==> config.mk <==
export PLATFORM = sky130hd
export DESIGN_NAME = ilir_cell
export DESIGN_NICKNAME = d
export VERILOG_FILES = /design/src/hdl/ilir_pkg.sv /design/src/hdl/ilir_cell.sv
export SDC_FILE = /design/constraint.sdc
export NUM_CORES = 1
export LEC_CHECK = 0
export ABC_AREA = 1
export CAP_MARGIN = 0
export CORE_MARGIN = 1.5
export CORE_UTILIZATION = 59
export CTS_BUF_LIST = sky130_fd_sc_hd__clkbuf_8
export DETAILED_ROUTE_END_ITERATION = 10
export DONT_BUFFER_PORTS = 1
export PLACE_DENSITY_LB_ADDON = 0.05
export REMOVE_ABC_BUFFERS = 1
export SYNTH_ARGS = -nofsm -noshare
export SYNTH_HDL_FRONTEND = slang
export SYNTH_SLANG_ARGS = --single-unit
==> constraint.sdc <==
create_clock -name clock -period 6.2 [get_ports clock]
set_input_delay 0.93 -clock clock [delete_from_list [all_inputs] [get_ports clock]]
set_output_delay 0.93 -clock clock [all_outputs]
set_load 0.05 [all_outputs]
==> src/hdl/ilir_pkg.sv <==
// shared types and constants for the indexed list with insert and remove
`default_nettype none
package ilir_pkg;

   localparam int CAPACITY = 64;
   localparam int IDX_W    = 6;
   localparam int CNT_W    = 7;
   localparam int DATA_W   = 32;
   localparam int MODE_W   = 3;
   localparam int STAT_W   = 2;

   localparam logic [MODE_W-1:0] MODE_READ   = 3'd0;
   localparam logic [MODE_W-1:0] MODE_WRITE  = 3'd1;
   localparam logic [MODE_W-1:0] MODE_APPEND = 3'd2;
   localparam logic [MODE_W-1:0] MODE_INSERT = 3'd3;
   localparam logic [MODE_W-1:0] MODE_REMOVE = 3'd4;

   localparam logic [STAT_W-1:0] ST_OK    = 2'd0;
   localparam logic [STAT_W-1:0] ST_RANGE = 2'd1;
   localparam logic [STAT_W-1:0] ST_FULL  = 2'd2;

   typedef struct packed {
      logic        [MODE_W-1:0] mode;
      logic        [IDX_W-1:0]  index;
      logic signed [DATA_W-1:0] value;
   } req_type;

   typedef struct packed {
      logic signed [DATA_W-1:0] data;
      logic        [STAT_W-1:0] status;
      logic        [CNT_W-1:0]  count;
   } rsp_type;

   // command broadcast to every cell of the row
   typedef struct packed {
      logic                     write;
      logic                     shift_up;
      logic                     shift_down;
      logic        [IDX_W-1:0]  pos;
      logic signed [DATA_W-1:0] value;
   } cell_cmd_type;

endpackage
`default_nettype wire

==> src/hdl/ilir_cell.sv <==
// one list entry: loads, shifts from a neighbor and taps the read bus
`default_nettype none
module ilir_cell (
   input  wire logic                             clock,
   input  wire logic [ilir_pkg::IDX_W-1:0]       cell_index,
   input  wire ilir_pkg::cell_cmd_type           cmd,
   input  wire logic signed [ilir_pkg::DATA_W-1:0] below_data,
   input  wire logic signed [ilir_pkg::DATA_W-1:0] above_data,
   output logic signed [ilir_pkg::DATA_W-1:0]    entry_data,
   output logic signed [ilir_pkg::DATA_W-1:0]    read_tap
);
   import ilir_pkg::*;

   logic signed [DATA_W-1:0] data_ff;
   logic signed [DATA_W-1:0] data_in;
   logic                     at_pos;
   logic                     past_pos;

   assign at_pos   = (cell_index == cmd.pos);
   assign past_pos = (cell_index > cmd.pos);

   always_comb begin
      data_in = data_ff;
      if (cmd.shift_down && (at_pos || past_pos)) begin
         data_in = above_data;
      end else if (cmd.shift_up && past_pos) begin
         data_in = below_data;
      end else if (cmd.write && at_pos) begin
         data_in = cmd.value;
      end
   end

   always_ff @(posedge clock) begin
      data_ff <= data_in;
   end

   assign entry_data = data_ff;
   assign read_tap   = at_pos ? data_ff : '0;

endmodule
`default_nettype wire

==> out/results.txt <==
For the depth of the CTS H-tree, the log shows 2. By count the netlist is led by sky130_fd_sc_hd__inv_1, sky130_fd_sc_hd__nand2_1, sky130_fd_sc_hd__nand3_1. On the critical path, the stage with the largest delay is an instance of sky130_fd_sc_hd__nand2_2. The run gives 4590 um2 as the full die area. The maximum buffer depth of the clock tree is 2. The boundary pin count is 176, and the total buffers and inverters traversed by the critical path is 3. The multi-input combinational cells in the finished layout cover a total of 1000 um2. The number of enable-type register cells in the synthesized netlist came out at 32. At the placement stage, the worst setup path has a slack of 2.01 ns.

Maximum clock frequency: 257 MHz. Across the run, the number of max-cap violations was 0. The initial utilization of the core area, before any placement, comes to 61.8%. The share of total power dissipated in combinational logic is 18.3%. The synthesized cell area was 2470 um2. The worst setup path is captured at a flip-flop. Compared with the post-synthesis result, the final layout area differs by 2.68%.

Yosys mapped the design onto 16 distinct sky130hd cell types. The clock network is responsible for 19.1% of the overall power. The number of inserted filler cells in the final layout is 390. The pre-antenna-repair detailed-routing pass consisted of 4 iterations.

The logs give 32 for the number of sinks on the clock net and 961 um2 for the sequential standard cell area. The dominant synthesized flop cell is sky130_fd_sc_hd__edfxtp_1. In the final routed layout, each cell accounts on average for 13.5 um.

For this design the total switching power over the nets is 0.363 mW. The signal on the critical path passes through inv_1 > ha_1 > nand2_2 > inv_1 > nand2_1 > nand3_2 > nand2_2 > nand3_1 > buf_4. After detailed routing, the number of vias per cell comes to 5.17. The final route contains 2175 vias.

The logs give 2.31 ns for the final worst-path setup slack and 23.6% for the all-layer global routing usage. Cell type with the highest aggregate area in the netlist: sky130_fd_sc_hd__edfxtp_1. The run gives 1.53 nW as the cell leakage power. For this design, the CTS-stage hold fixing added 0 buffers. The path type of the worst min-delay path is primary input to flip-flop. The largest fanout on the critical path was 33; the remaining routing DRC violations was 0. The tools report the share of total power in sequential cells as 62.5%.

The die boundary height works out to 67.7 um. In the synthesized netlist the async set-or-reset flop fraction comes to 0%. The logs give 2540 um2 for the cell area after layout and 23 for the number of standard-cell rows in the floorplan. VDD sags by at most 0.000152 V. TritonCTS built the clock tree.

In the finished design, the share of the clock period the worst path needs comes to 62.8%. The number of max-slew violations in the final report was 0. In the final timing run, aggregate negative setup slack is 0 ns.

DRC marker count from the first detailed-route iteration: 154. Actual slew at the worst max-slew pin: 0.905 ns. For the number of antenna violations at the first check in global routing, the log shows 0. The synthesized flop and latch total works out to 32. The die is 67.7 um wide. The worst setup path is launched from a primary input. The core region is 4000 um2. The tools report the buffers inserted during post-CTS setup optimization as 0.

The total power density per cell area was 309 nW/um2; the via count of the first global-routing pass was 1757. The post-detailed-route count of antenna-violating nets is 0. By area the synthesized netlist is led by sky130_fd_sc_hd__edfxtp_1, sky130_fd_sc_hd__inv_1, sky130_fd_sc_hd__nand2_1, sky130_fd_sc_hd__nand3_1, sky130_fd_sc_hd__nor2_1. Routability-driven placement finished with a final weighted congestion of 0.757.

The first global-routing pass estimated 8050 um of wire. The longest individual stage delay on the worst path was 0.74 ns. The root buffer cell chosen for the clock tree is sky130_fd_sc_hd__clkbuf_8. Grouping stages by cell kind, the critical path spends the most delay in simple AND/OR/NAND/NOR gates.

The count of instances resized after the clock tree is built was 0; the count of inserted antenna diode cells was 0. The tools report the total congestion overflow after global routing as 0. The logs give 3.91 ns for the worst endpoint data arrival time and 0 for the final count of hold timing violations.

The run gives 35 as the largest net degree at the start of global routing. The final layout contains routed wiring with a total length of 5680 um. The quantity of I/O buffers inserted on ports came out at 0.

For the final setup violation count, the log shows 0. The critical path in this run is classified as primary input to flip-flop. The post-route netlist has 5.12% of its cells at a drive strength greater than 1. A synthesized cell averages 6.52 um2. The worst pin sits at a relative slew slack of 39.4%. TritonCTS buffer count: 5. The wire-length estimate of the detail-placed layout is 4200 um.

Clock-pin slew was measured on the worst setup and hold paths at 0.07 ns. The register with the most flip-flops in the layout has 32 of them. Gate count of the mapped netlist: 379. Among all cell types in the netlist, the one instantiated most often is sky130_fd_sc_hd__inv_1. During synthesis, Yosys emitted a total of 0 warnings. The synthesized design devotes to its leading area cell type 38.9% of total area. The required time of the worst setup path is 6.22 ns, and the net count reported at finish is 488. The post-place instance area is 2450 um2. The internal portion of the total power is 0.420 mW. The run finished with clean final reports.

After layout, the minimum clock period comes to 3.89 ns. Setup repair after global routing left no endpoint under its margin. Summing the sequential cell areas from Yosys gives 38.9% of the chip area. Net switching is 46.4% of the power.
[layer usage]
| layer | wire length, um | up-vias | GRT usage, % |
|---|---|---|---|
| met1 | 2100 | 937 | 26.9 |
| met2 | 2890 | 128 | 42.6 |
| li1 | - | 1103 | - |
| met4 | 53 | 0 | 5.87 |
| met5 | 0 | - | 0 |
| met3 | 633 | 7 | 7.17 |
[power groups by stage]
stage          sequential (mW)  clock [mW]  combinational, mW
3_5_place_dp             0.494           0              0.144
6_report                 0.490       0.150              0.144
2_1_floorplan            0.484           0              0.115
3_3_place_gp             0.494           0              0.140
4_1_cts                  0.491       0.152              0.144
5_1_grt                  0.497       0.162              0.166
[cell usage in the layout (no fill, tap or decap), drive strengths merged]
master,netlist,layout
inv,110,110
nand2,110,110
nand3,68,68
nor2,33,33
edfxtp,32,32
ha,6,6
clkbuf,3,5
clkinv,0,3
buf,15,2
a21boi,1,1
a21oi,1,1
[cell families (layout without fill, tap and decap cells)]
family                     Yosys count  after routing  synth area share (%)
AOI/OAI and AO/OA                    2              2                 0.658
adders and majority gates            6              6                  3.04
buffers and inverters              128            120                  20.5
DFF                                 32             32                  38.9
and+or+nand+nor                    211            211                  36.9
[final timing paths]
check / endpoint / cells past startpoint / from
worst max-delay path: entry_data[6] / 9 / cmd[37]
worst min-delay path: entry_data[9] / 2 / above_data[9]
[through the flow]
stage               utilization [%]  hold WS [ns]  instances  power, mW
detailed placement             61.4          1.12        413      0.638
global route                   63.4         0.829        421      0.824
floorplan                         -          1.12        361      0.599
finish                         63.4         0.842        421      0.783
CTS                            63.4         0.834        421      0.787
global placement               61.4          1.12        413      0.634
[layout make-up]
cell class              instances  share of cell area (%)
clock buffers                   5                    2.71
flip-flops and latches         32                    37.9
well taps                      50                    2.47
clock inverters                 3                   0.542
inverters                     110                    16.3
repair buffers                  2                   0.592
multi-input cells             219                    39.5
No activity file was read; power rests on OpenSTA's default activity.
